$ cat src/hw/rtl/abfm_ram.sv
// ----------------------------------------------------------------------------
// abfm_ram
// simple dual port ram, one write and one registered read per cycle
// ----------------------------------------------------------------------------
module abfm_ram #(
  parameter int DEPTH  = 16,
  parameter int ADDR_W = 4,
  parameter int DATA_W = 14
) (
  input  logic              clk,
  input  logic              we,
  input  logic [ADDR_W-1:0] waddr,
  input  logic [DATA_W-1:0] wdata,
  input  logic [ADDR_W-1:0] raddr,
  output logic [DATA_W-1:0] rdata
);

  logic [DATA_W-1:0] mem_r [DEPTH];
  logic [DATA_W-1:0] rdata_r;

  always_ff @(posedge clk) begin
    if (we) begin
      mem_r[waddr] <= wdata;
    end
  end

  always_ff @(posedge clk) begin
    rdata_r <= mem_r[raddr];
  end

  assign rdata = rdata_r;

endmodule

$ cat config.mk
export PLATFORM = sky130hd
export DESIGN_NAME = abfm_ram
export DESIGN_NICKNAME = d
export VERILOG_FILES = /design/src/hw/rtl/abfm_ram.sv
export SDC_FILE = /design/constraint.sdc
export NUM_CORES = 1
export LEC_CHECK = 0
export BUFFER_PORTS_ARGS = -buffer_cell sky130_fd_sc_hd__buf_2
export CORE_MARGIN = 1
export CORE_UTILIZATION = 28
export DETAILED_ROUTE_END_ITERATION = 10
export SKIP_CTS_REPAIR_TIMING = 1
export SKIP_LAST_GASP = 1
export SLEW_MARGIN = 20
export SYNTH_ARGS = -nofsm -noshare
export SYNTH_HDL_FRONTEND = slang
export SYNTH_SLANG_ARGS = --single-unit
$ cat constraint.sdc
create_clock -name clk -period 3.56 [get_ports clk]
set_input_delay 0.178 -clock clk [delete_from_list [all_inputs] [get_ports clk]]
set_output_delay 0.178 -clock clk [all_outputs]
set_load 0.05 [all_outputs]
==> key figures <==
Route
  – Routed Antenna Nets: 0
  – WL/cell: 22.3 um
  – Drt total wl: 19.2 mm
  – Via count: 4067
  – Vias per cell: 4.72
  – # DRC: 0
  – TritonRoute pass-1 iters: 4
  – DR iter-0 viols: 331

Floorplanning
  – Core area: 0.0307 mm^2
  – Chip width: 179 um
  – I/O pins: 38
  – Vert. Die Dim: 179 um
  – Number of core rows: 64
  – Area of the die: 0.0320 mm^2
  – Initial Util: 28.6%

Final layout
  – Post-layout net count: 471
  – Share of cells above drive strength 1: 33.1%
  – Area delta synth->final: 17.0%
  – Most frequent cells in the layout: edfxtp_1, mux4_2, buf_2
  – Diodes inserted: 0
  – Commonest non-fill, non-tap cell in the layout: edfxtp_1
  – Fin cells: 861

Clock tree
  – Clock root cell: clkbuf_16
  – Clk sinks: 238
  – CTS Buf Count: 24
  – Clock transition at the registers of the reported paths: 0.06 ns
  – Later-pin clock latency in the skew report: 0.51 ns
  – H-tree levels: 1
  – Clock Tree Buf Depth: 3
  – CTS tree: built

Yosys
  – Syn nets: 403
  – Mean Syn Cell Area: 23.1 um^2
  – Post-synthesis register bit count: 238
  – Mapped Cells: 379
  – Cell variety after synth: 17
  – Synth Warn #: 0
  – Post-Syn Area: 0.00876 mm^2
  – Seq/Total Area, Yosys: 80.0%

GRT
  – First-pass GRT wire length: 28.1 mm
  – Grt ovf: 0
  – Largest net degree at the start of global routing: 37
  – Initial antenna violation count: 0
  – Vias in the first global route: 4250
  – Total GRT Usage: 12.2%

Setup path
  – CP delay by family, top: simple AND/OR/NAND/NOR gates
  – Critical Path Max Stage Delay: 0.91 ns
  – Crit-path cells: buf_2 > nand3b_1 > nor2_1 > buf_4
  – Kind of critical path: in -> reg
  – Crit-path slowest cell: nor2_1
  – CP Capture Type: register
  – Critical path buffers and inverters: 2
  – Startpoint Class: input pin
  – Max FO, Critical Path: 8
  – Worst EP required: 3.77 ns
  – Crit path DAT: 1.82 ns

Timing
  – Final Setup Violations: 0
  – Rel. slew slack: 24.4%
  – Setup TNS: 0 ns
  – Hold Slack: 0.0363 ns
  – Max-slew violations: 0
  – Post-route clock period utilization: 45.2%
  – Slew @ Worst Pin: 1.13 ns
  – Clk_skew: 0.0143 ns
  – Final Critical Period: 1.61 ns
  – RSZ-0062 raised after global routing: no
  – Hold Vio Cnt, Final: 0
  – Maximum clock frequency: 621 MHz

Power
  – Leakage: 3.28 nW
  – Max IR drop VDD: 301 uV
  – Cell area power density: 562 mW/mm^2

Min path
  – Worst hold path class: in -> reg

Status
  – Status: complete, no violations

Placement
  – Hpwl dp: 10.9 mm
  – Port Buf Inserts: 37
  – Placed cells: 817
  – Routability Congestion: 0.698

Flow run
  – Max cap viols: 0
==> per-stage QoR <==
step           total power, W  util, %  worst slack, ns  area [um^2]
2_1_floorplan         0.00343        -             1.54         8760
3_3_place_gp          0.00355     31.1             1.39         9540
3_5_place_dp          0.00356     31.1             1.38         9540
4_1_cts               0.00582     33.4             1.92        10300
5_1_grt               0.00593     33.4             1.90        10300
6_report              0.00576     33.4             1.95        10300
==> worst register-to-register path, delay by kind of cell (launching register included) <==
family	cells	cell delay, ns
simple gates	1	0.10
compound gates	1	0.31
flops	1	0.36
mux	1	0.47
==> power breakdown <==
group / internal (W) / total [W] / switching [W]
logic: 0.000117 / 0.000342 / 0.000224
registers: 0.00313 / 0.00315 / 0.0000183
clock network: 0.00127 / 0.00227 / 0.000994
==> routing by layer <==
metal  part of all wire [%]  up-vias  GRT usage [%]
met5                      0        -              0
met4                    1.8        0           3.21
met3                    7.5       33           2.14
met2                     50      151           20.8
met1                     40     2139           16.1
li1                       -     1744              -
==> registers in the layout, indices dropped and copies added (netlist names) <==
signal and cells:
mem_r 224, rdata 14
==> Yosys cell counts <==
cell,number,share of area (%)
or3b_1,1,0.10
dfxtp_1,14,3.2
buf_6,4,0.51
nand3_1,1,0.057
mux4_2,56,14
and2_0,1,0.071
buf_2,5,0.29
nor3_1,4,0.23
nand3b_1,2,0.17
edfxtp_1,224,77
nand2b_1,2,0.14
nor2_1,13,0.56
clkbuf_1,6,0.26
nand2_1,15,0.64
nor2b_1,2,0.14
buf_4,1,0.086
a22oi_1,28,2.4
==> path summary, 6_finish.rpt <==
kind	startpoint	to	slack [ns]	cells past startpoint
max reg2reg	mem_r[3][8]	rdata[8]	2.19	3
min reg2reg	mem_r[15][11]	rdata[11]	0.67	3
min	wdata[1]	mem_r[5][1]	0.04	1
max	waddr[2]	mem_r[9][12]	1.95	4
==> cells by family (layout without fill, tap and decap cells) <==
group / Yosys count / in the layout / share of synthesized area [%]
AO/OA/AOI/OAI: 28 / 28 / 2.40
multiplexers: 56 / 56 / 14.4
buffers and inverters: 16 / 102 / 1.14
AND/OR/NAND/NOR: 41 / 41 / 2.11
flip-flops: 238 / 238 / 80.0
==> cell type report <==
| type | instances | area, um^2 |
|---|---|---|
| Multi-Input combinational cell | 125 | 1680 |
| Clock inverter | 16 | 73.8 |
| Fill cell | 2866 | 20400 |
| Timing Repair Buffer | 58 | 358 |
| Tap cell | 396 | 495 |
| Sequential cell | 238 | 7010 |
| Clock buffer | 28 | 637 |
Power figures use the tool's default switching activity.
